File: src/design/adam_pkg.sv
// Shared constants, codes and controller/datapath interface types of the Adam update block.
package adam_pkg;

   localparam int ROWS = 64;
   localparam int COLS = 64;
   localparam int DEPTH = ROWS * COLS + ROWS;
   localparam int IDX_W = $clog2(DEPTH);

   localparam logic [16:0] ONE_Q16 = 17'h10000;

   localparam logic [23:0] STEP_SIZE_RESET = 24'd16777;
   localparam logic [15:0] FIRST_DECAY_RESET = 16'd58982;
   localparam logic [15:0] SECOND_DECAY_RESET = 16'd65470;
   localparam logic [24:0] STABILIZER_RESET = 25'd1;

   typedef enum logic [1:0] {
      CSR_STEP_SIZE,
      CSR_FIRST_DECAY,
      CSR_SECOND_DECAY,
      CSR_STABILIZER
   } csr_index_type;

   typedef enum logic [4:0] {
      S_CLEAR,
      S_IDLE,
      S_READ,
      S_PROD,
      S_GRAD,
      S_MOM1,
      S_MOM2,
      S_MOM3,
      S_WRITE,
      S_DIV1,
      S_DIV1W,
      S_DIV2,
      S_DIV2W,
      S_SQRT,
      S_SQRTW,
      S_DIV3,
      S_DIV3W,
      S_MUL1,
      S_MUL2,
      S_OUT
   } step_type;

   typedef struct packed {
      step_type step;
      logic     accept;
      logic     rsp_load;
   } cmd_type;

   typedef struct packed {
      logic clear_last;
      logic run_math;
      logic div_done;
      logic sqrt_done;
   } status_type;

endpackage

File: src/design/adam_ctrl.sv
// Controller state machine that sequences the Adam datapath and owns the handshakes.
module adam_ctrl (
   input  logic                clock,
   input  logic                reset,
   input  logic                req_valid,
   output logic                req_ready,
   output logic                rsp_valid,
   input  logic                rsp_ready,
   input  adam_pkg::status_type status,
   output adam_pkg::cmd_type    cmd
);
   import adam_pkg::*;

   step_type state_ff, state_in;
   logic     rsp_valid_ff, rsp_valid_in;

   always_ff @(posedge clock) begin
      if (reset) begin
         state_ff <= S_CLEAR;
         rsp_valid_ff <= 1'b0;
      end else begin
         state_ff <= state_in;
         rsp_valid_ff <= rsp_valid_in;
      end
   end

   always_comb begin
      state_in = state_ff;
      cmd.step = state_ff;
      cmd.accept = 1'b0;
      cmd.rsp_load = 1'b0;
      req_ready = 1'b0;
      rsp_valid_in = rsp_valid_ff && !rsp_ready;
      case (state_ff)
         S_CLEAR: begin
            if (status.clear_last) state_in = S_IDLE;
         end
         S_IDLE: begin
            req_ready = 1'b1;
            if (req_valid) begin
               cmd.accept = 1'b1;
               state_in = S_READ;
            end
         end
         S_READ:  state_in = S_PROD;
         S_PROD:  state_in = S_GRAD;
         S_GRAD:  state_in = S_MOM1;
         S_MOM1:  state_in = S_MOM2;
         S_MOM2:  state_in = S_MOM3;
         S_MOM3:  state_in = S_WRITE;
         S_WRITE: state_in = status.run_math ? S_DIV1 : S_OUT;
         S_DIV1:  state_in = S_DIV1W;
         S_DIV1W: begin
            if (status.div_done) state_in = S_DIV2;
         end
         S_DIV2:  state_in = S_DIV2W;
         S_DIV2W: begin
            if (status.div_done) state_in = S_SQRT;
         end
         S_SQRT:  state_in = S_SQRTW;
         S_SQRTW: begin
            if (status.sqrt_done) state_in = S_DIV3;
         end
         S_DIV3:  state_in = S_DIV3W;
         S_DIV3W: begin
            if (status.div_done) state_in = S_MUL1;
         end
         S_MUL1:  state_in = S_MUL2;
         S_MUL2:  state_in = S_OUT;
         S_OUT: begin
            if (!rsp_valid_ff || rsp_ready) begin
               cmd.rsp_load = 1'b1;
               rsp_valid_in = 1'b1;
               state_in = S_IDLE;
            end
         end
         default: state_in = S_IDLE;
      endcase
   end

   assign rsp_valid = rsp_valid_ff;

endmodule

File: config.mk
export PLATFORM = sky130hd
export DESIGN_NAME = adam_ctrl
export DESIGN_NICKNAME = d
export VERILOG_FILES = /design/src/design/adam_pkg.sv /design/src/design/adam_ctrl.sv
export SDC_FILE = /design/constraint.sdc
export NUM_CORES = 1
export LEC_CHECK = 0
export BUFFER_PORTS_ARGS = -buffer_cell sky130_fd_sc_hd__buf_2
export CAP_MARGIN = 20
export CORE_AREA = 8 8 45 47
export CTS_BUF_LIST = sky130_fd_sc_hd__clkbuf_4
export CTS_CLUSTER_SIZE = 25
export DETAILED_ROUTE_END_ITERATION = 8
export DIE_AREA = 0 0 53 55
export GPL_ROUTABILITY_DRIVEN = 1
export GPL_TIMING_DRIVEN = 0
export SYNTH_ARGS = -nofsm -noshare
export SYNTH_HDL_FRONTEND = slang
export SYNTH_SLANG_ARGS = --single-unit
File: constraint.sdc
create_clock -name clock -period 1.51 [get_ports clock]
set_input_delay 0 -clock clock [delete_from_list [all_inputs] [get_ports clock]]
set_output_delay 0 -clock clock [all_outputs]
set_load 0.02 [all_outputs]
# Word level (Yosys, flattened, before mapping)
# Index checks and enable logic that the tools add are counted.
[classes]
eq_ne = 26
mux = 16
reduce_logical = 6
[ops]
columns = ["operator", "count"]
rows = [
  ["case mux 5 bit (20 select lines)", 1],
  ["== test 5 x 4 -> 1 bit (second input constant)", 8],
  ["two-way mux 5 bit", 8],
  ["== test 5 x 3 -> 1 bit (second input constant)", 4],
  ["== test 5 bit (second input constant)", 4],
  ["inequality test 2 bit (second input constant)", 7],
  ["== test 5 x 2 -> 1 bit (second input constant)", 2],
  ["two-way mux 1 bit", 7],
  ["AND reduction 7 bit", 1],
  ["== test 5 x 1 -> 1 bit (second input constant)", 1],
  ["zero test 5 bit", 1],
  ["zero test 1 bit", 2],
  ["logical AND 1 bit", 1],
  ["logical OR 1 bit", 1],
]
[word_totals]
out_inout_bits = 9
regBits = 6
word_cells = 50
in_bits = 8

# Logic depth before layout (Yosys ltp)
[logic_depth]
word_depth = 4
mapped_depth = 5
depth_no_buf = 4

# Least setup slack after synthesis
# Ideal clock, no wire load.
[synth_timing]
kind = "reg2reg"
start = "reg state_ff[0]"
end = "reg state_ff[0]"
setup_ns = 0.064
stages_incl_launch_ff = 5
period_less_slack_ns = 1.490
path_buffers = 0
required_time_ns = 1.446
arrival_time_ns = 1.426
path_slack_ns = 0.020
path_cell_list = "dfxtp_1 -> nand2_2 -> or4_4 -> a41o_1 -> nor2_1"
[synth_via]
elab_chain_cells = 3
elab_cells_between_ends = 29
classes_between = "26 x eq/ne; 1 x mux; 2 x reduce/logical"
[synth_lines]
columns = ["item", "line_no", "rtl"]
rows = [
  ["start, declared", "adam_ctrl.sv:14", "step_type state_ff, state_in;"],
  ["start signal, assigned", "adam_ctrl.sv:22", "state_ff <= state_in;"],
  ["== test 5 bit, or another cell as far along", "adam_ctrl.sv:34", "case (state_ff)"],
  ["inequality test 2 bit (no source line)", "--", ""],
  ["AND reduction 7 bit (no source line)", "--", ""],
]
# Several ways; a longest one is shown, not always the timed one.
# A chain may end at the register's enable or synchronous reset.

==> metrics.md <==
| Metric | Value |
|---|---|
| Number of enable flip-flop cells after synthesis | 0 |
| CTS H-Tree Depth | 1 |
| Setup WS pre-CTS | -0.0504 ns |
| Total overflow reported by the global router | 0 |
| CTS sink count | 6 |
| Async set-or-reset flop fraction in the synthesized netlist | 0% |
| Library cell contributing the largest single delay on the critical path | or3_1 |
| Synth top area share | 25.3% |
| Capturing point of the worst reg2reg path | state_ff[1] |
| Core utilization of the finished layout | 47.6% |
| Insertion delay to the later sink of the worst-skew pair | 0.25 ns |
| Cells taking the most area after synthesis | dfxtp_1 25%, nor3b_1 4.7%, a21oi_1 4.2% |
| Clock tree from TritonCTS | built |
| Row count | 14 |
| Total power after layout | 0.00117 W |
| Routability Congestion | 0.797 |
| Number of max-capacitance violations reported | 0 |
| Chip Width | 53 microns |
| Synthesis-stage register bit count | 6 |
| Largest fanout on the critical path | 10 |
| Worst hold path depth | 2 |
| Start of the worst register-to-register path | state_ff[4] |
| Final-report hold violation count | 0 |
| Total number of nets in the final design | 88 |
| Headroom to the max-slew limit | 77.0% |
| Maximum number of buffers from clock root to sink | 2 |
| Total half-perimeter wirelength after legalization and detailed placement | 996 microns |
| Gate count of the mapped netlist | 59 |
| Combinational family with the most area after synthesis | simple AND/OR/NAND/NOR gates |
| Number of top-level design ports | 17 |
| Library cell occupying the most area in the post-synthesis netlist | dfxtp_1 |
| GRT Total Usage | 9.88% |
| Worst Slack Setup Final | 0.0594 ns |
| Initial core utilization | 34.4% |
| Final Instance Count excl. Fillers | 94 |
| Final setup violation count | 0 |
| Worst slew pin tran | 0.345 ns |
| Count of TritonRoute iterations in the first routing pass | 4 |
| Synth unique cells | 33 |
| Most used flip-flop cell after synthesis | dfxtp_1 |
| Fraction of synthesized area in multiplexers | 4.21% |
| Number of violations reported at the end of detailed-routing iteration 0 | 22 |
| Compound-Gate Fraction of Synth Area | 22.9% |
| Portion of the post-synthesis area used by sequential elements | 25.3% |
| Number of inserted filler cells in the final layout | 126 |
| Area grow syn2layout | 38.7% |
| Vias after detailed routing | 556 |
| Hold path startpoint | reset |
| Register-to-register setup slack | 0.08 ns |
| Fraction of layout instances using a drive strength above 1 | 43.6% |
| Simple-gate area share of the yosys netlist | 36.6% |
| Fin Clk Skew | 0.00878 ns |
| Max-slew violations | 0 |
| Chain of cells forming the critical path | buf_6 > or3_1 > nor2b_1 > buf_2 |
| Die span in y | 55 microns |
| Synth Cell Area | 475 sq um |
| Startpoint type of the worst setup path | register |
| Placed cell count | 91 |
| Cell area power density | 1780 nW/um^2 |
| Routed length per placed instance | 15.1 microns |
| Placeable core area | 1380 sq um |
| Class of the most critical hold timing path | in -> reg |
| Post-Syn Nets | 67 |
| Maximum clock frequency | 689 MHz |
| Post-synthesis adder-cell area fraction | 0% |
| Root buffer cell | clkbuf_4 |
| Synth Area per Inst | 8.06 sq um |
| Setup CP Type | reg -> out |
| Maximum single-stage delay on the critical path | 0.39 ns |
| # Post-CTS Setup Buffers | 0 |
| Max VDD drop | 0.000649 V |
| Worst EP required | 1.51 ns |
| Status | completed |
| Cell leakage power | 0.298 nW |
| Number of buffers inserted by hold repair at cts | 0 |
| Full die area | 2920 sq um |
| Number of global-route vias before repair | 482 |
| Most frequent cells in the layout | 17 x buf_2, 4 x a21oi_1, 4 x dfxtp_1 |
| Number of inserted diodes | 0 |
| Number of remaining DRC errors | 0 |
| Count of cells along the worst register-to-register path | 5 |
| Routed wire length | 1.42 mm |
| Endpoint with the worst hold slack | state_ff[3] |
| Total clock buffers created by CTS | 3 |
| Time the worst path needs with I/O delays and setup | 1.45 ns |
| Data arrival time of the worst path | 1.45 ns |
| Pin count of the biggest net entering global routing | 11 |
| Initial antenna violation count | 0 |
| Setup crit end kind | primary output |
| Number of input and output port buffers inserted | 16 |
| First-pass GRT wire length | 2.17 mm |
| Syn. warnings | 0 |
| Clock transition at path regs | 0.05 ns |
| Most common cell after layout, fill and taps aside | buf_2 |
| Setup repair after global routing missed its margin | true |
| Post-route fraction of the period consumed by the critical path | 96.1% |
| Number of vias per cell after detailed routing | 5.91 |
| XOR/XNOR share of the synthesized area | 3.68% |
| Remaining antenna violation count after routing | 0 |
critical path: cells and delay by family, from the launching register on:
family	cells	cell delay [ns]
flip-flops	1	0.37
buffers and inverters	2	0.32
AND/OR/NAND/NOR	2	0.51
metal layers:
metal	share of wire [%]	wire, microns	track usage [%]	up-vias
met5	0	0	0	-
met4	1.3	19	6.47	0
met3	12	166	3.21	2
met2	48	683	15.8	31
met1	39	550	11.1	260
li1	-	-	-	263
power by group:
group | switching, W | internal (W)
sequential | 0.0000644 | 0.000208
combinational | 0.000422 | 0.000326
clock | 0.0000640 | 0.0000903
total | 0.000550 | 0.000624
layout make-up:
cell class	instances	area, sq um	area share, %
Sequential cell	6	123	18.6
Buffer	5	42.5	6.45
Inverter	1	3.75	0.569
Tap cell	16	20.0	3.04
Multi-Input combinational cell	47	368	55.8
Timing Repair Buffer	16	80.1	12.1
Clock buffer	3	22.5	3.42
worst max-delay path by stage:
stage	from	endpoint	slack (ns)	cells after the start
global placement	state_ff[2]	state_ff[1]	-0.02	5
detailed placement	state_ff[2]	state_ff[1]	-0.05	5
global route	state_ff[2]	state_ff[0]	-0.01	5
finish	state_ff[3]	cmd[0]	0.06	4
CTS	state_ff[4]	state_ff[1]	0.005	5
floorplan	state_ff[0]	state_ff[0]	0.02	4
repair_timing:
action,CTS,global route
pin swaps,0,2
endpoints found under the setup margin,3,5
resized for setup,3,13
stage by stage:
| step | area, sq um | hold WS [ns] | setup TNS (ns) |
|---|---|---|---|
| after global placement | 576 | 0.268 | -0.0300 |
| after global routing | 659 | 0.00518 | -0.0101 |
| after detailed placement | 576 | 0.267 | -0.0754 |
| final | 659 | 0.00451 | 0 |
| after floorplan | 475 | 0.0691 | 0 |
| after CTS | 611 | 0.00766 | 0 |
cell usage after synthesis (2+ instances only):
| cell type | count |
|---|---|
| mux2i_1 | 2 |
| a22oi_1 | 2 |
| a21oi_1 | 4 |
| nor4b_1 | 2 |
| nand2_1 | 3 |
| a31oi_1 | 3 |
| buf_2 | 4 |
| nor3b_1 | 3 |
| nor2_1 | 3 |
| dfxtp_1 | 6 |
| o21ai_0 | 2 |
| nand2b_1 | 2 |
| xor2_1 | 2 |
| or3_1 | 2 |
logic make-up (layout without fill, tap and decap cells):
family,count (synthesis),after routing
buffers and inverters,6,25
muxes,2,2
xor gates and xnor gates,2,2
AOI/OAI and AO/OA,16,16
DFF,6,6
and+or+nand+nor,27,27
flip-flops by register name, summed over array words and instances (netlist names):
register,flops
rsp_valid,1
state_ff,5
Power figures use the tool's default switching activity.
